===== src/rtl/core/cmf_pkg.sv =====
// Shared types, constants and register codes of the cross median filter.
`default_nettype none

package cmf_pkg;

	localparam int DEF_MAX_WIDTH  = 1024;
	localparam int DEF_MAX_HEIGHT = 1024;
	localparam int DEF_PIXEL_BITS = 32;

	localparam int WORD_BITS    = 32;
	localparam int CFG_BITS     = 11;
	localparam int POS_BITS     = 10;
	localparam int ADDR_BITS    = 3;
	localparam int QUEUE_DEPTH  = 4;
	localparam int CROSS_POINTS = 5;
	localparam int MEDIAN_RANK  = CROSS_POINTS / 2;

	localparam logic [CFG_BITS-1:0] WIDTH_RESET  = 11'd640;
	localparam logic [CFG_BITS-1:0] HEIGHT_RESET = 11'd480;

	typedef enum logic {
		CMD_PIXEL,
		CMD_DRAIN
	} command_t;

	typedef enum logic {
		REG_IMAGE_WIDTH,
		REG_IMAGE_HEIGHT
	} reg_index_t;

	typedef struct packed {
		command_t              command;
		logic [WORD_BITS-1:0]  pixel_value;
	} pix_item_t;

	typedef struct packed {
		logic [WORD_BITS-1:0]  filtered_value;
		logic [POS_BITS-1:0]   out_column;
		logic [POS_BITS-1:0]   out_row;
		logic                  last_of_frame;
	} res_item_t;

	// One classified request handed from the front to the back.
	typedef struct packed {
		logic                  emit;
		logic                  write_prev;
		logic                  has_up;
		logic                  has_down;
		logic                  has_left;
		logic                  has_right;
		logic                  last_of_frame;
		logic [POS_BITS-1:0]   out_column;
		logic [POS_BITS-1:0]   out_row;
		logic [WORD_BITS-1:0]  pixel;
	} task_t;

endpackage

`default_nettype wire


===== src/rtl/core/cmf_front.sv =====
// Front end: accepts pixels and drains, tracks position, classifies requests.
`default_nettype none

module cmf_front #(
	parameter int MAX_WIDTH  = cmf_pkg::DEF_MAX_WIDTH,
	parameter int MAX_HEIGHT = cmf_pkg::DEF_MAX_HEIGHT
) (
	input  wire logic                             clk,
	input  wire logic                             arst_n,
	input  wire logic                             pix_valid,
	output logic                                  pix_stall,
	input  wire cmf_pkg::pix_item_t               pix_data,
	input  wire logic [cmf_pkg::CFG_BITS-1:0]     image_width,
	input  wire logic [cmf_pkg::CFG_BITS-1:0]     image_height,
	input  wire logic                             queue_full,
	output logic                                  push,
	output cmf_pkg::task_t                        push_task,
	output logic [$clog2(MAX_WIDTH)-1:0]          push_addr
);

	localparam int CW   = $clog2(MAX_WIDTH);
	localparam int RW   = (MAX_HEIGHT > 1) ? $clog2(MAX_HEIGHT) : 1;
	localparam int WCMP = (CW + 1 > cmf_pkg::CFG_BITS) ? CW + 1 : cmf_pkg::CFG_BITS;
	localparam int HCMP = (RW + 1 > cmf_pkg::CFG_BITS) ? RW + 1 : cmf_pkg::CFG_BITS;
	localparam int PW   = cmf_pkg::POS_BITS;

	logic [CW-1:0]   col_q;
	logic [RW-1:0]   row_q;
	logic [CW-1:0]   drain_q;
	logic            draining_q;

	logic [WCMP-1:0] width_eff;
	logic [HCMP-1:0] height_eff;
	logic [WCMP-1:0] width_raw;
	logic [HCMP-1:0] height_raw;
	logic            accept;
	logic            is_pixel;
	logic [CW-1:0]   cur_col;
	logic [RW-1:0]   cur_row;
	logic [WCMP-1:0] col_inc;
	logic [WCMP-1:0] drain_inc;
	logic [HCMP-1:0] row_inc;
	logic            row_end;
	logic            frame_end;
	logic            drain_end;
	logic [CW+PW-1:0] col_wide;
	logic [RW+PW-1:0] row_wide;

	assign pix_stall = queue_full;
	assign accept    = pix_valid && !pix_stall;
	assign is_pixel  = (pix_data.command == cmf_pkg::CMD_PIXEL);

	// Clamp the frame size into the supported range.
	always_comb begin
		width_raw  = WCMP'(image_width);
		height_raw = HCMP'(image_height);
		if (width_raw < WCMP'(2)) begin
			width_eff = WCMP'(2);
		end else if (width_raw > WCMP'(MAX_WIDTH)) begin
			width_eff = WCMP'(MAX_WIDTH);
		end else begin
			width_eff = width_raw;
		end
		if (height_raw < HCMP'(1)) begin
			height_eff = HCMP'(1);
		end else if (height_raw > HCMP'(MAX_HEIGHT)) begin
			height_eff = HCMP'(MAX_HEIGHT);
		end else begin
			height_eff = height_raw;
		end
	end

	assign col_inc   = WCMP'(col_q) + WCMP'(1);
	assign drain_inc = WCMP'(drain_q) + WCMP'(1);
	assign row_inc   = HCMP'(row_q) + HCMP'(1);
	assign row_end   = (col_inc >= width_eff);
	assign frame_end = (row_inc >= height_eff);
	assign drain_end = (drain_inc >= width_eff);

	always_comb begin
		push_task            = '0;
		push                 = 1'b0;
		cur_col              = col_q;
		cur_row              = row_q - RW'(1);
		if (is_pixel) begin
			push                    = accept && !draining_q;
			push_task.emit          = (row_q != '0);
			push_task.write_prev    = 1'b1;
			push_task.has_up        = (row_q > RW'(1));
			push_task.has_down      = 1'b1;
			push_task.last_of_frame = 1'b0;
		end else begin
			cur_col                 = drain_q;
			cur_row                 = RW'(height_eff - HCMP'(1));
			push                    = accept && draining_q;
			push_task.emit          = 1'b1;
			push_task.write_prev    = 1'b0;
			push_task.has_up        = (height_eff > HCMP'(1));
			push_task.has_down      = 1'b0;
			push_task.last_of_frame = drain_end;
		end
		push_task.has_left  = (cur_col != '0);
		push_task.has_right = ((WCMP'(cur_col) + WCMP'(1)) < width_eff);
		col_wide            = (CW+PW)'(cur_col);
		row_wide            = (RW+PW)'(cur_row);
		push_task.out_column = col_wide[PW-1:0];
		push_task.out_row    = row_wide[PW-1:0];
		push_task.pixel      = pix_data.pixel_value;
		push_addr            = cur_col;
	end

	always_ff @(posedge clk or negedge arst_n) begin
		if (!arst_n) begin
			col_q      <= '0;
			row_q      <= '0;
			drain_q    <= '0;
			draining_q <= 1'b0;
		end else if (push) begin
			if (is_pixel) begin
				if (row_end) begin
					col_q <= '0;
					if (frame_end) begin
						row_q      <= '0;
						draining_q <= 1'b1;
						drain_q    <= '0;
					end else begin
						row_q <= row_inc[RW-1:0];
					end
				end else begin
					col_q <= col_inc[CW-1:0];
				end
			end else begin
				if (drain_end) begin
					draining_q <= 1'b0;
					drain_q    <= '0;
				end else begin
					drain_q <= drain_inc[CW-1:0];
				end
			end
		end
	end

endmodule

`default_nettype wire


===== config.mk =====
export PLATFORM = sky130hd
export DESIGN_NAME = cmf_front
export DESIGN_NICKNAME = d
export VERILOG_FILES = /design/src/rtl/core/cmf_pkg.sv /design/src/rtl/core/cmf_front.sv
export SDC_FILE = /design/constraint.sdc
export NUM_CORES = 1
export LEC_CHECK = 0
export BUFFER_PORTS_ARGS = -buffer_cell sky130_fd_sc_hd__buf_2
export CAP_MARGIN = 20
export CORE_MARGIN = 2
export CORE_UTILIZATION = 50
export CTS_CLUSTER_DIAMETER = 60
export DETAILED_ROUTE_END_ITERATION = 12
export GPL_TIMING_DRIVEN = 0
export PLACE_DENSITY = 0.79
export SLEW_MARGIN = 20
export SYNTH_ARGS = -nofsm -noshare
export SYNTH_HDL_FRONTEND = slang
export SYNTH_SLANG_ARGS = --single-unit

===== constraint.sdc =====
create_clock -name clk -period 6 [get_ports clk]
set_input_delay 0.9 -clock clk [delete_from_list [all_inputs] [get_ports clk]]
set_output_delay 0.9 -clock clk [all_outputs]
set_load 0.02 [all_outputs]

# After elaboration in Yosys (flattened, before gate mapping)
# Cells that the tools add are included.
[word_totals]
ff_bits = 31
in_bits = 59
wordCells = 54
[op_classes]
n_eq_ne = 1
n_bitwise = 1
reduce_logical = 13
muxes = 19
n_addsub = 6
n_lt_le_gt_ge = 10
[ops]
columns = ["op", "n"]
rows = [
  ["$mux 10", 8],
  ["$add 10x1->11 const B", 4],
  ["$mux 11", 4],
  ["$ge 11x11->1", 3],
  ["$gt 11x11->1 const B", 2],
  ["$reduce_bool 10->1", 2],
  ["$sub 10x1->10 const B", 2],
  ["$gt 11x1->1 const B", 1],
  ["$lt 11x1->1 const B", 1],
  ["$lt 11x11->1", 1],
  ["$lt 11x2->1 const B", 1],
  ["$gt 10x1->1 const B", 1],
  ["$mux 1", 6],
  ["$reduce_and 3->1", 2],
  ["$mux 4", 1],
  ["$reduce_and 4->1", 1],
  ["$reduce_bool 2->1", 2],
  ["$logic_and 1x1->1", 3],
  ["$logic_not 1->1", 2],
  ["$ne 2x1->1 const B", 1],
  ["$reduce_and 2->1", 1],
  ["$not 1->1", 1],
]

# Longest topological paths before layout
[logic_depth]
ltp_word = 7
depth_mapped = 14
depth_no_buf = 12

# Least setup slack after synthesis
# No wires, ideal clock.
[synth_path]
path_kind = "input to output"
startpoint = "input pix_data[32] (netlist name)"
endpoint = "output push_task[53] (netlist name)"
arrival_time_ps = 3685
path_slack_ps = 1415
stages = 13
required_time_ps = 5100
cell_sequence = "buf_2 > mux2i_1 > inv_1 > ha_1 > nand2_1 > xnor2_1 > ha_1 > a21o_1 > a21o_1 > a211oi_1 > o21bai_1 > a21o_1 > a221oi_1"
[synth_rtl]
columns = ["element", "line_no", "text"]
rows = [
  ["start: declaration", "cmf_front.sv:12", "input wire cmf_pkg::pix_item_t pix_data,"],
  ["end: declaration", "cmf_front.sv:17", "output cmf_pkg::task_t push_task,"],
]

==> qor.csv <==
stage,metric,value,unit
logic_synthesis,Syn Inst Count,511,
worst_setup_path,Startpoint Class,primary input,
worst_setup_path,Reg-to-Reg End,drain_q[1],
clock_network,total clock buffers created by CTS,5,
layout,antenna cells,0,
worst_setup_path,crit path DAT,3.71,ns
worst_setup_path,critical path type,primary input to output pin,
logic_synthesis,cell taking the most area after synthesis,dfrtp_1,
floorplan,Core Region,8093,µm²
logic_synthesis,post-synth top area share,0.1895,
worst_setup_path,critical path endpoint category,output pin,
global_route,pin count of the biggest net entering global routing,32,
worst_setup_path,Crit. Startpoint,pix_data[32],
sta,fin. max-slew vios,0,
worst_setup_path,worst flop-to-flop path startpoint,row_q[0],
clock_network,cts hold-fix bufs,0,
power,Pwr Density,228.9,nW/µm²
worst_setup_path,Critical Path Most Common Cell,a21o_1,
routing,WL final,10.68,mm
global_route,vias in the first global route,3870,
routing,Avg WL per Cell,14.83,µm
logic_synthesis,Syn Nets,623,
routing,First-pass DRT Iterations,4,
clock_network,clock-pin slew of the registers on the worst-case setup and hold paths,0.07,ns
logic_synthesis,"count leader, synth",nand2_1,
logic_synthesis,register area share after synthesis,0.1895,
sta,RSZ-0062 raised after global routing,false,
floorplan,# rows,33,
worst_setup_path,CP top delay family,compound AO/OA/AOI/OAI gates,
logic_synthesis,synth warn,0,
logic_synthesis,number of synthesized flops with an enable pin,0,
worst_setup_path,buffer and inverter count on the worst path,3,
global_route,initial antenna violation count,0,
power,Lkg Pwr,2.349,nW
routing,Post-DRT Antenna Nets,0,
logic_synthesis,count of different cell masters after synthesis,57,
sta,max_slew headroom,0.4308,
sta,min cycle time layout,4.612,ns
power,Overall Power,1.104,mW
logic_synthesis,"top cells by count, synth","59 x nand2_1, 53 x ha_1, 47 x buf_4",
routing,Iteration-0 DRC Markers,169,
layout,nets@finish,726,
logic_synthesis,Area contributors post-synth,"dfrtp_1 19%, ha_1 16%, buf_4 8.6%, nand2_1 5.4%, xnor2_1 5.1%",
logic_synthesis,"FFs w/ async S/R, synth",1.000,
sta,final setup TNS,0,ns
sta,final setup fails,0,
routing,vias per cell,5.571,
routing,DRC errors left,0,
sta,Achievable Freq,0.2168,GHz
clock_network,post-CTS setup buffer count,0,
layout,layout cells sized above 1,0.2764,
floorplan,Starting Density,0.5059,
worst_setup_path,reg2reg setup slack,2.68,ns
global_route,GR Overflow Total,0,
clock_network,CTS root buf,clkbuf_8,
clock_network,clk buf depth,2,
placed_design,Final GP Congestion,0.9677,
sta,Worst Tran Pin Value,0.8498,ns
placed_design,hpwl dp,8.703,mm
logic_synthesis,synthesized area,4094,µm²
routing,Vias,4011,
floorplan,Die ar.,8927,µm²
placed_design,Buffers on Ports,96,
clock_network,Clock Latency Late Sink,0.29,ns
logic_synthesis,Syn Area/Cell,8.012,µm²
worst_setup_path,crit path max-delay cell type,mux2i_1,
floorplan,die height,94.49,µm
global_route,global-route wire length before repair,17.62,mm
worst_hold_path,worst hold start,draining_q,
sta,Fin. Hold Viols,0,
clock_network,Resized Gates After CTS,0,
floorplan,top-level I/O count,130,
worst_setup_path,"Max FO, Critical Path",7,
layout,Layout fillers,747,
logic_synthesis,number of synthesized register bits,31,
clock_network,htree depth,2,
worst_setup_path,crit path cell chain,"buf_2, mux2i_1, inv_1, ha_1, nand2_1, xnor2_1, ha_1, a21o_1, a21o_1, a211oi_1, o21bai_1, a21o_1, a221oi_1, buf_2",
worst_hold_path,Hold/Removal Path Class,flip-flop to flip-flop,
global_route,GRT Util Overall,0.2460,
sta,Final period util,0.7686,
run_status,status,completed,
worst_hold_path,Hold Path Stages,1,
worst_setup_path,critical path required time,5.10,ns
logic_synthesis,Synth Flop Type,dfrtp_1,
clock_network,CTS sink cnt,31,
job,Max-Cap Viols,0,
clock_network,CTS tree,yes,
sta,clock skew,0.003575,ns
power,peak supply drop,0.09796,mV
floorplan,die width,94.49,µm
worst_hold_path,Hold EP,draining_q,
worst_setup_path,Crit path largest cell delay,0.36,ns
layout,Synth-to-Final Area Change,17.82,%
worst_setup_path,worst-case reg-to-reg path depth,11,
## power breakdown
part	internal, mW	total, mW	leakage [nW]	switching (mW)
logic	0.265	0.627	1.92	0.362
registers	0.231	0.259	0.368	0.0282
clock network	0.134	0.218	0.0612	0.0839
total	0.630	1.10	2.35	0.474
## per-stage QoR
step / utilization / worst slack, ns / hold WS, ns / area (µm²) / cells
CTS: 0.5960 / 1.399 / 0.5570 / 4823 / 720
finish: 0.5960 / 1.388 / 0.5726 / 4823 / 720
global placement: 0.5815 / 1.464 / 0.5097 / 4706 / 712
global route: 0.5960 / 1.181 / 0.6121 / 4823 / 720
detailed placement: 0.5815 / 1.428 / 0.5388 / 4706 / 712
floorplan: - / 1.415 / 0.4900 / 4094 / 511
## flip-flops by register name, summed over array words and instances, names as in the netlist
register and cells:
col_q 10, drain_q 10, row_q 10, draining_q 1
## worst max-delay path by stage
stage                                to  slack, ns  depth (start not counted)
after floorplan           push_task[53]       1.42                         13
after CTS                 push_task[53]       1.40                         14
after global placement    push_task[53]       1.46                         13
after detailed placement  push_task[53]       1.43                         14
final                     push_task[53]       1.39                         14
after global routing      push_task[53]       1.18                         14
## layer usage
metal  vias to the layer above  part of all wire  global-route usage
met3                        17             0.048             0.02554
met2                       130              0.50              0.4440
met1                      1881              0.43              0.3075
met5                         -                 0                   0
li1                       1983                 -                   -
met4                         0             0.019             0.07729
## worst reg2reg max path, cell delays in order (launching register included)
cell and delay [ns]:
dfrtp_1 0.55, ha_1 0.26, and3_1 0.21, nand3_1 0.21, xnor2_1 0.21, ha_1 0.33, and3_1 0.20, a41o_1 0.20
a41oi_2 0.28, or2_1 0.31, buf_4 0.18, a221o_1 0.29
## kinds of logic after synthesis
logic type / Yosys count / share of synthesized area
AO/OA/AOI/OAI: 97 / 0.1666
XOR/XNOR: 44 / 0.09413
adder cells (fa/ha/maj): 53 / 0.1620
buffers and inverters: 82 / 0.1192
flip-flops: 31 / 0.1895
multiplexers: 13 / 0.03393
AND/OR/NAND/NOR: 191 / 0.2347
## layout by cell type (no fill, tap or decap), drive strengths merged, types with 3 or more instances in the layout
master,Yosys,layout
a21o,11,11
mux2i,6,6
mux2,7,7
buf,53,149
a22oi,5,5
nor4,5,5
nor2b,13,13
and3,13,13
xor2,20,20
xnor2,24,24
a221o,4,4
nand2,59,59
a31o,5,5
inv,13,13
a41oi,3,3
nor3b,4,4
a221oi,3,3
a21oi,16,16
or3,4,4
nand3,25,25
dfrtp,31,31
nor2,27,27
nor3,18,18
nand4,8,8
clkbuf,15,21
ha,53,53
a22o,7,7
nand2b,7,7
o21ai,27,27
## final cells by class
class / count / area (µm²) / area share
sequential: 31 / 775.7 / 0.1608
timing repair buffer: 96 / 480.5 / 0.09961
inverter: 14 / 52.55 / 0.01089
clock inverter: 2 / 35.03 / 0.007263
multi-input combinational: 398 / 2830 / 0.5868
clock buffer: 6 / 82.58 / 0.01712
tap: 105 / 131.4 / 0.02724
buffer: 68 / 435.4 / 0.09027
Power figures use the tool's default switching activity.
