--- config.mk ---
export PLATFORM = sky130hd
export DESIGN_NAME = cmf_queue
export DESIGN_NICKNAME = d
export VERILOG_FILES = /design/src/rtl/core/cmf_pkg.sv /design/src/rtl/core/cmf_queue.sv
export SDC_FILE = /design/constraint.sdc
export NUM_CORES = 1
export LEC_CHECK = 0
export BUFFER_PORTS_ARGS = -buffer_cell sky130_fd_sc_hd__buf_2
export CORE_UTILIZATION = 30
export DETAILED_ROUTE_END_ITERATION = 8
export GPL_TIMING_DRIVEN = 0
export SLEW_MARGIN = 10
export SYNTH_ARGS = -nofsm -noshare
export SYNTH_HDL_FRONTEND = slang
export SYNTH_SLANG_ARGS = --single-unit
--- constraint.sdc ---
create_clock -name clk -period 3 [get_ports clk]
set_input_delay 0.45 -clock clk [delete_from_list [all_inputs] [get_ports clk]]
set_output_delay 0.45 -clock clk [all_outputs]
set_load 0.01 [all_outputs]
--- src/rtl/core/cmf_pkg.sv ---
// Shared types, constants and register codes of the cross median filter.
`default_nettype none

package cmf_pkg;

	localparam int DEF_MAX_WIDTH  = 1024;
	localparam int DEF_MAX_HEIGHT = 1024;
	localparam int DEF_PIXEL_BITS = 32;

	localparam int WORD_BITS    = 32;
	localparam int CFG_BITS     = 11;
	localparam int POS_BITS     = 10;
	localparam int ADDR_BITS    = 3;
	localparam int QUEUE_DEPTH  = 4;
	localparam int CROSS_POINTS = 5;
	localparam int MEDIAN_RANK  = CROSS_POINTS / 2;

	localparam logic [CFG_BITS-1:0] WIDTH_RESET  = 11'd640;
	localparam logic [CFG_BITS-1:0] HEIGHT_RESET = 11'd480;

	typedef enum logic {
		CMD_PIXEL,
		CMD_DRAIN
	} command_t;

	typedef enum logic {
		REG_IMAGE_WIDTH,
		REG_IMAGE_HEIGHT
	} reg_index_t;

	typedef struct packed {
		command_t              command;
		logic [WORD_BITS-1:0]  pixel_value;
	} pix_item_t;

	typedef struct packed {
		logic [WORD_BITS-1:0]  filtered_value;
		logic [POS_BITS-1:0]   out_column;
		logic [POS_BITS-1:0]   out_row;
		logic                  last_of_frame;
	} res_item_t;

	// One classified request handed from the front to the back.
	typedef struct packed {
		logic                  emit;
		logic                  write_prev;
		logic                  has_up;
		logic                  has_down;
		logic                  has_left;
		logic                  has_right;
		logic                  last_of_frame;
		logic [POS_BITS-1:0]   out_column;
		logic [POS_BITS-1:0]   out_row;
		logic [WORD_BITS-1:0]  pixel;
	} task_t;

endpackage

`default_nettype wire

--- src/rtl/core/cmf_queue.sv ---
// Small register queue between the front and the back.
`default_nettype none

module cmf_queue #(
	parameter int WIDTH = 64,
	parameter int DEPTH = cmf_pkg::QUEUE_DEPTH
) (
	input  wire logic             clk,
	input  wire logic             arst_n,
	input  wire logic             push,
	input  wire logic [WIDTH-1:0] din,
	input  wire logic             pop,
	output logic      [WIDTH-1:0] dout,
	output logic                  full,
	output logic                  empty
);

	localparam int PW = (DEPTH > 1) ? $clog2(DEPTH) : 1;
	localparam int NW = $clog2(DEPTH + 1);

	logic [WIDTH-1:0] slot_q [DEPTH];
	logic [PW-1:0]    wr_ptr_q;
	logic [PW-1:0]    rd_ptr_q;
	logic [NW-1:0]    count_q;

	assign full  = (count_q == NW'(DEPTH));
	assign empty = (count_q == '0);
	assign dout  = slot_q[rd_ptr_q];

	always_ff @(posedge clk) begin
		if (push) begin
			slot_q[wr_ptr_q] <= din;
		end
	end

	always_ff @(posedge clk or negedge arst_n) begin
		if (!arst_n) begin
			wr_ptr_q <= '0;
			rd_ptr_q <= '0;
			count_q  <= '0;
		end else begin
			if (push) begin
				wr_ptr_q <= (wr_ptr_q == PW'(DEPTH - 1)) ? '0 : wr_ptr_q + PW'(1);
			end
			if (pop) begin
				rd_ptr_q <= (rd_ptr_q == PW'(DEPTH - 1)) ? '0 : rd_ptr_q + PW'(1);
			end
			if (push && !pop) begin
				count_q <= count_q + NW'(1);
			end else if (pop && !push) begin
				count_q <= count_q - NW'(1);
			end
		end
	end

endmodule

`default_nettype wire

==> After elaboration in Yosys (flattened, before gate mapping) <==
Memories as Yosys holds them, arrays and structs flattened.
Cells that the tools add are included.
{ "word_totals": {"register_bits": 7, "ramBits": 256, "in_bits": 68, "out_inout_bits": 66, "elab_cells": 23, "n_memories": 1} }
{ "op_classes": {"n_addsub": 4, "n_eq_ne": 3, "muxes": 6, "reduce_logical": 6} }
{ "memory_table": {"columns": ["memory", "words", "width", "rd", "rd_ports_with_merged_regs", "wr", "line_no", "rtl"], "rows": [
  ["slot_q", 4, 64, 1, 0, 1, "cmf_queue.sv:21", "logic [WIDTH-1:0] slot_q [DEPTH];"]
]} }
{ "ops": {"columns": ["operator", "n"], "rows": [
  ["2-to-1 mux 3 bit", 2],
  ["adder 2 x 1 -> 2 bit, second input constant", 2],
  ["== test 2 bit, second input constant", 2],
  ["2-to-1 mux 2 bit", 2],
  ["adder 3 x 1 -> 3 bit, second input constant", 1],
  ["== test 3 bit, second input constant", 1],
  ["logical NOT 3 bit", 1],
  ["subtractor 3 x 1 -> 3 bit, second input constant", 1],
  ["logical AND 1 bit", 2],
  ["logical NOT 1 bit", 2],
  ["2-to-1 mux 1 bit", 2],
  ["nonzero test 2 bit", 1]
]} }

==> Longest topological paths before layout <==
Gate-level depths: netlist (run 1).
{ "logic_depth": {"ltp_word": 4, "ltp_mapped": 7, "ltp_nobuf": 7} }

==> Worst setup path before layout (run 1) <==
OpenSTA, ideal clock, no wires.
{ "synth_timing": {"kind": "register to register", "from": "register wr_ptr_q[0]", "to": "memory slot_q[0][0] (enable)", "setup_time_ns": 0.429, "arrival_time_ns": 2.129, "required_time_ns": 2.571, "setup_slack_ns": 0.442, "stages_incl_launch_ff": 4, "path_buffers": 0, "period_less_slack_ns": 2.558, "cell_sequence": "dfrtp_1 -> inv_1 -> ha_1 -> and2_1"} }
{ "synth_rtl": {"columns": ["item", "line_no", "rtl"], "rows": [
  ["start, declared", "cmf_queue.sv:22", "logic [PW-1:0] wr_ptr_q;"],
  ["start signal, assigned", "cmf_queue.sv:43", "wr_ptr_q <= (wr_ptr_q == PW'(DEPTH - 1)) ? '0 : wr_ptr_q + PW'(1);"],
  ["end, declared", "cmf_queue.sv:21", null]
]} }
Straight into the memory's write port.

==> Final worst setup path (run 1) <==
{ "layout_timing": {"from": "register rd_ptr_q[1]", "to": "output port dout[2]"} }
{ "layout_via": {"elab_chain_len": 1} }
{ "layout_rtl": {"columns": ["item", "line_no", "rtl"], "rows": [
  ["start, declared", "cmf_queue.sv:23", "logic [PW-1:0] rd_ptr_q;"],
  ["start signal, assigned", "cmf_queue.sv:46", "rd_ptr_q <= (rd_ptr_q == PW'(DEPTH - 1)) ? '0 : rd_ptr_q + PW'(1);"],
  ["memory (4 x 64 bit)", null, null],
  ["end, declared", "cmf_queue.sv:13", "output logic [WIDTH-1:0] dout,"]
]} }
No other way between the ends.

==> results of run 1 <==
metrics by stage:
stage | cells | utilization [%]
after floorplan | 371 | -
after global placement | 906 | 34.27
after detailed placement | 910 | 34.60
after CTS | 963 | 37.87
after global routing | 963 | 37.87
final | 963 | 37.87
critical path: stages (launching register included):
cell and delay, ps:
sky130_fd_sc_hd__dfrtp_1 370, sky130_fd_sc_hd__buf_2 300, sky130_fd_sc_hd__buf_2 360, sky130_fd_sc_hd__mux4_2 370, sky130_fd_sc_hd__buf_2 170
cell families after synthesis:
family / Yosys count / share of synthesized area, %
multiplexers: 67 / 15.29
AND/OR/NAND/NOR: 11 / 0.5837
AO/OA/AOI/OAI: 2 / 0.1038
XOR/XNOR: 3 / 0.2725
adder cells (fa/ha/maj): 7 / 0.9858
buffers and inverters: 18 / 1.245
flip-flops: 263 / 81.52
per-layer routing:
layer | up-vias | wire, um | global-route usage (%)
li1 | 1923 | - | -
met1 | 2281 | 7713 | 14.21
met2 | 122 | 9144 | 19.37
met3 | 25 | 1076 | 3.003
met4 | 0 | 329 | 2.983
met5 | - | 0 | 0
flip-flops by register name (all words and copies together) (netlist names):
register,count
count_q,3
rd_ptr_q,2
slot_q,256
wr_ptr_q,2
cell type report:
cell class,instances,area share [%]
flip-flops and latches,263,65.79
plain buffers,14,0.8795
repair buffers,138,6.450
well taps,402,4.209
multi-input cells,90,14.00
inverters,4,0.1256
clock buffers,37,6.743
clock inverters,15,1.801
cell usage in the layout (no fill, tap or decap), types with 4 or more instances in the layout:
cell / count
sky130_fd_sc_hd__edfxtp_1: 256
sky130_fd_sc_hd__buf_2: 139
sky130_fd_sc_hd__mux4_2: 64
sky130_fd_sc_hd__clkbuf_16: 29
sky130_fd_sc_hd__dfrtp_1: 7
sky130_fd_sc_hd__ha_1: 6
sky130_fd_sc_hd__buf_6: 5
sky130_fd_sc_hd__clkinv_2: 5
sky130_fd_sc_hd__bufinv_16: 5
sky130_fd_sc_hd__clkbuf_8: 5
sky130_fd_sc_hd__inv_1: 4
sky130_fd_sc_hd__clkbuf_1: 4
sky130_fd_sc_hd__and2_4: 4
power breakdown:
group | leakage (nW) | switching (mW) | internal (mW)
sequential | 2.43 | 0.157 | 4.71
combinational | 1.16 | 1.69 | 1.51
clock | 0.496 | 1.35 | 2.32
timing repair:
item	CTS	global route
setup endpoints to repair	0	0
hold buffers	1	0
setup buffers	0	0
endpoints found under the hold margin	7	0
worst min path at each step:
stage | slack [ps] | cells after the start | to
after floorplan | 150 | 0 | count_q[0]
after global placement | 290 | 1 | count_q[1]
after detailed placement | 290 | 1 | count_q[2]
after CTS | 100 | 1 | slot_q[1][34]
after global routing | 110 | 1 | slot_q[0][49]
final | 130 | 1 | slot_q[0][49]
==> results.sh, run 1 <==
export IMPL_netlist_instances=371
export IMPL_run_status="complete, no violations"
export IMPL_starting_density_pct=30.57
export IMPL_critPathMaxFanout=10
export IMPL_yosysTopAreaCellShare_pct=79.70
export IMPL_crit_end="dout[2]"
export IMPL_top_area_cells_in_the_synthesized_netlist="sky130_fd_sc_hd__edfxtp_1 80%, sky130_fd_sc_hd__mux4_2 15%, sky130_fd_sc_hd__dfrtp_1 1.8%"
export IMPL_peakVddDrop_mv=0.6741
export IMPL_critical_path_startpoint="rd_ptr_q[1]"
export IMPL_ff2ff_setup_slack_ps=1160
export IMPL_first_global_vias=4953
export IMPL_post_drt_wl_per_cell_um=18.96
export IMPL_worst_slew_pin_slew_ps=684.2
export IMPL_hold_crit_path_type="input port to register"
export IMPL_cts_repair_resizes=0
export IMPL_syn2layout_area_growth_pct=23.89
export IMPL_totalNegativeSetupSlack_ps=0
export IMPL_synth_common_cells="256 x sky130_fd_sc_hd__edfxtp_1, 64 x sky130_fd_sc_hd__mux4_2, 7 x sky130_fd_sc_hd__dfrtp_1"
export IMPL_worst_skew_pair_latency_ps=530
export IMPL_final_setup_worst_slack_ps=439.8
export IMPL_routed_via_count=4351
export IMPL_dr_pass1_iters=4
export IMPL_finalCritPeriodShare_pct=85.34
export IMPL_timing_critical_path_required_ps=2550
export IMPL_grt_start_max_net_pins=40
export IMPL_synth_largest_area_cell="sky130_fd_sc_hd__edfxtp_1"
export IMPL_end_kind="output pin"
export IMPL_final_area_mm2=0.01195
export IMPL_rows=65
export IMPL_ys_flop_type="sky130_fd_sc_hd__edfxtp_1"
export IMPL_synthesis_yosys_warnings=0
export IMPL_max_cap_violations=0
export IMPL_htreeDepth=1
export IMPL_critPathArrivalTime_ps=2110
export IMPL_die_w_um=181.3
export IMPL_drc=0
export IMPL_post_route_wl_mm=18.26
export IMPL_crit_path_start_kind="register"
export IMPL_drive_above_1_share_pct=48.13
export IMPL_maximum_number_of_buffers_from_clock_root_to_sink=3
export IMPL_r2r_start="wr_ptr_q[0]"
export IMPL_critical_path_class="register to output pin"
export IMPL_numPortBuffers=133
export IMPL_grt_remaining_overflow=0
export IMPL_slew_headroom_pct=54.39
export IMPL_p_leak_nw=4.093
export IMPL_floorplan_io_pins=134
export IMPL_dpl_cell_area_mm2=0.01092
export IMPL_core_mm2=0.03156
export IMPL_global_route_usage_total_pct=11.33
export IMPL_register_area_mm2=0.007863
export IMPL_total_inserted_antenna_cells=0
export IMPL_gpl_final_weighted_congestion=0.7005
export IMPL_post_route_min_period_ps=2560
export IMPL_grt_first_pass_wirelength_mm=28.32
export IMPL_final_max_slew_violation_count=0
export IMPL_mappedNetlistNets=446
export IMPL_powerDensity_mw_per_mm2=982.7
export IMPL_hold_ws_ps=134.9
export IMPL_multi_input_area_mm2=0.001673
export IMPL_synth_async_reset_ratio_pct=2.662
export IMPL_fp_dieH_um=181.3
export IMPL_dp_slack_ps=935.2
export IMPL_cts_made_buffers=28
export IMPL_clock_tree_from_tritoncts="yes"
export IMPL_worstHoldStart="din[49]"
export IMPL_die_outline_area_mm2=0.03287
export IMPL_antenna_found_initial=0
export IMPL_yosys_cell_count_top_type="sky130_fd_sc_hd__edfxtp_1"
export IMPL_timing_rr_end="slot_q[0][2]"
export IMPL_post_layout_total_power_mw=11.74
export IMPL_fin_nets=614
export IMPL_detailedRoute_firstIterationViolations=207
export IMPL_detailed_place_hpwl_mm=11.50
export IMPL_worst_clock_skew_ps=8.749
export IMPL_hold_viol_final=0
export IMPL_synth_cell_types=19
export IMPL_post_synth_instance_area_mm2=0.009646
export IMPL_number_of_enable_type_register_cells_in_the_synthesized_netlist=256
export IMPL_fill_cells=2855
export IMPL_route_antenna_remaining_nets=0
export IMPL_setup_viols_final=0
export IMPL_r2r_worst_path_cells=4
export IMPL_rsz0062_at_grt="false"
export IMPL_clk_transition_reported_paths_ps=60
export IMPL_root_buffer="sky130_fd_sc_hd__clkbuf_16"
export IMPL_tritoncts_num_sinks=263
export IMPL_syn_area_per_cell_um2=26.00
export IMPL_ys_seq_area_share_pct=81.52
export IMPL_max_clk_rate_mhz=390.6
export IMPL_detail_route_vias_per_cell=4.518
export IMPL_ys_ff_latch=263
(Power assumes the default switching activity.)
==> run 2: changes to the inputs <==
--- a/config.mk
+++ b/config.mk
@@ -6,9 +6,11 @@
 export NUM_CORES = 1
 export LEC_CHECK = 0
 export BUFFER_PORTS_ARGS = -buffer_cell sky130_fd_sc_hd__buf_2
+export CORE_MARGIN = 8
 export CORE_UTILIZATION = 30
 export DETAILED_ROUTE_END_ITERATION = 8
 export GPL_TIMING_DRIVEN = 0
+export SETUP_SLACK_MARGIN = 0.05
 export SLEW_MARGIN = 10
 export SYNTH_ARGS = -nofsm -noshare
 export SYNTH_HDL_FRONTEND = slang
==> constraint.sdc (replaced) <==
create_clock -name clk -period 2.7 [get_ports clk]
set_input_delay 0.405 -clock clk [delete_from_list [all_inputs] [get_ports clk]]
set_output_delay 0.405 -clock clk [all_outputs]
set_load 0.01 [all_outputs]
==> run 2 against run 1 <==
Effect of this change: non-clock buffer count unchanged; final area about the same; count of clock-buffer cells in the layout down 4; largest power group unchanged; die area increased by 16%; critical path type unchanged; hold slack worse by 59 ps; worst setup slack got worse by 240 ps; via count up 0.30%; sequential power grew 11%; clock skew grew 7.4 ps.
==> results.sh, run 2 (synthesis gave the netlist of run 1 again) <==
export IMPL_run_status="complete, no violations"
export IMPL_post_route_min_period_ps=2498
export IMPL_root_buffer="sky130_fd_sc_hd__clkbuf_16"
export IMPL_critPathArrivalTime_ps=2090
export IMPL_core_mm2=0.03164
export IMPL_floorplan_io_pins=134
export IMPL_htreeDepth=1
export IMPL_final_setup_worst_slack_ps=202.3
export IMPL_drc=0
export IMPL_starting_density_pct=30.49
export IMPL_largest_reg_flops=256
export IMPL_grt_remaining_overflow=0
export IMPL_post_drt_wl_per_cell_um=20.23
export IMPL_max_cap_violations=0
export IMPL_rows=65
export IMPL_critical_path_class="register to output pin"
export IMPL_die_outline_area_mm2=0.03815
export IMPL_clock_tree_from_tritoncts="yes"
export IMPL_global_route_usage_total_pct=10.03
export IMPL_cts_setup_buffers=0
export IMPL_dr_pass1_iters=4
export IMPL_end_kind="output pin"
export IMPL_hold_viol_final=0
export IMPL_dp_slack_ps=686.5
export IMPL_detailed_place_hpwl_mm=12.43
export IMPL_hold_crit_path_type="input port to register"
export IMPL_detailedRoute_firstIterationViolations=192
export IMPL_peakVddDrop_mv=0.5237
export IMPL_rsz0062_at_grt="false"
export IMPL_slew_headroom_pct=56.30
export IMPL_layout_cells_non_filler=962
export IMPL_fin_nets=614
export IMPL_antenna_found_initial=3
export IMPL_worst_clock_skew_ps=16.19
export IMPL_largest_registers="slot_q x256, count_q x3"
export IMPL_max_clk_rate_mhz=400.4
export IMPL_critPathMaxFanout=10
export IMPL_die_w_um=195.3
export IMPL_post_route_wl_mm=19.46
export IMPL_p_leak_nw=4.081
export IMPL_drive_above_1_share_pct=47.41
export IMPL_placed_cells_incl_taps=910
export IMPL_grt_first_pass_wirelength_mm=29.44
export IMPL_timing_critical_path_required_ps=2300
export IMPL_maximum_number_of_buffers_from_clock_root_to_sink=3
export IMPL_worst_skew_pair_latency_ps=540
export IMPL_clk_transition_reported_paths_ps=70
export IMPL_route_antenna_remaining_nets=0
export IMPL_grt_start_max_net_pins=42
export IMPL_detail_route_vias_per_cell=4.536
export IMPL_powerDensity_mw_per_mm2=1096
export IMPL_gpl_final_weighted_congestion=0.7385
export IMPL_worst_slew_pin_slew_ps=655.5
export IMPL_cts_made_buffers=28
export IMPL_layout_cells_most_common_list="256 x sky130_fd_sc_hd__edfxtp_1, 139 x sky130_fd_sc_hd__buf_2, 64 x sky130_fd_sc_hd__mux4_2"
export IMPL_syn2layout_area_growth_pct=23.82
export IMPL_tritoncts_num_sinks=263
export IMPL_crit_path_start_kind="register"
export IMPL_setup_viols_final=0
export IMPL_finalCritPeriodShare_pct=92.51
export IMPL_numPortBuffers=133
export IMPL_routed_via_count=4364
export IMPL_final_max_slew_violation_count=0
export IMPL_final_common_cell="sky130_fd_sc_hd__edfxtp_1"
export IMPL_first_global_vias=4931
export IMPL_fp_dieH_um=195.3
export IMPL_max_flop_register="slot_q"
==> run 2: what timing repair did <==
action	4_1_cts	5_1_grt
endpoints found under the hold margin	7	0
setup endpoints to repair	0	3
hold buffers	1	0
gates resized for setup	0	1
==> run 2: area by class of cell <==
class                           instances  area, um2
Antenna cell                            1      2.502
Buffer                                 14      108.9
Clock buffer                           33      740.7
Clock inverter                         17      251.5
Fill cell                            2826      19690
Inverter                                4      15.01
Multi-Input combinational cell         90       1673
Sequential cell                       263       7863
Tap cell                              402      503.0
Timing Repair Buffer                  138      785.8
==> run 2: per-stage QoR <==
stage          total power [mW]  utilization (%)  cell area [um2]  setup TNS [ps]  hold slack (ps)
2_1_floorplan             7.773                -             9646               0            109.4
3_3_place_gp              9.141            34.18            10810         -291230            240.2
3_5_place_dp              9.278            34.56            10930               0            256.8
4_1_cts                   13.39            37.73            11940               0            41.56
5_1_grt                   13.74            37.74            11940               0            51.97
6_report                  13.08            37.75            11940               0            76.10
==> run 2: per-layer routing <==
layer,track usage [%],routed length (um),vias to the layer above
met3,3.078,1180,36
li1,-,-,1927
met5,0,41,-
met4,2.639,447,6
met2,17.50,9755,117
met1,11.91,8038,2278
==> run 2: worst paths after layout <==
path                                   from            end  slack, ps  depth (start not counted)
worst max-delay path            rd_ptr_q[0]       dout[36]        200                          4
min in group asynchronous            arst_n     count_q[2]        250                          2
worst max register to register  wr_ptr_q[1]  slot_q[1][46]        940                          4
worst min register to register   count_q[2]     count_q[2]        520                          1
worst min-delay path                 din[2]   slot_q[1][2]         80                          1
max in group asynchronous            arst_n    wr_ptr_q[1]       2280                          2
==> run 2: where the power goes <==
group	total (mW)	internal [mW]	switching, mW	leakage, nW
registers	5.41	5.23	0.175	2.43
logic	3.62	1.70	1.92	1.17
clock network	4.06	2.53	1.52	0.475
==> run 2: worst max-delay path: stages, from the launching register on <==
cell	delay, ps
sky130_fd_sc_hd__dfrtp_1	440
sky130_fd_sc_hd__buf_8	210
sky130_fd_sc_hd__buf_6	210
sky130_fd_sc_hd__mux4_2	540
sky130_fd_sc_hd__buf_2	170
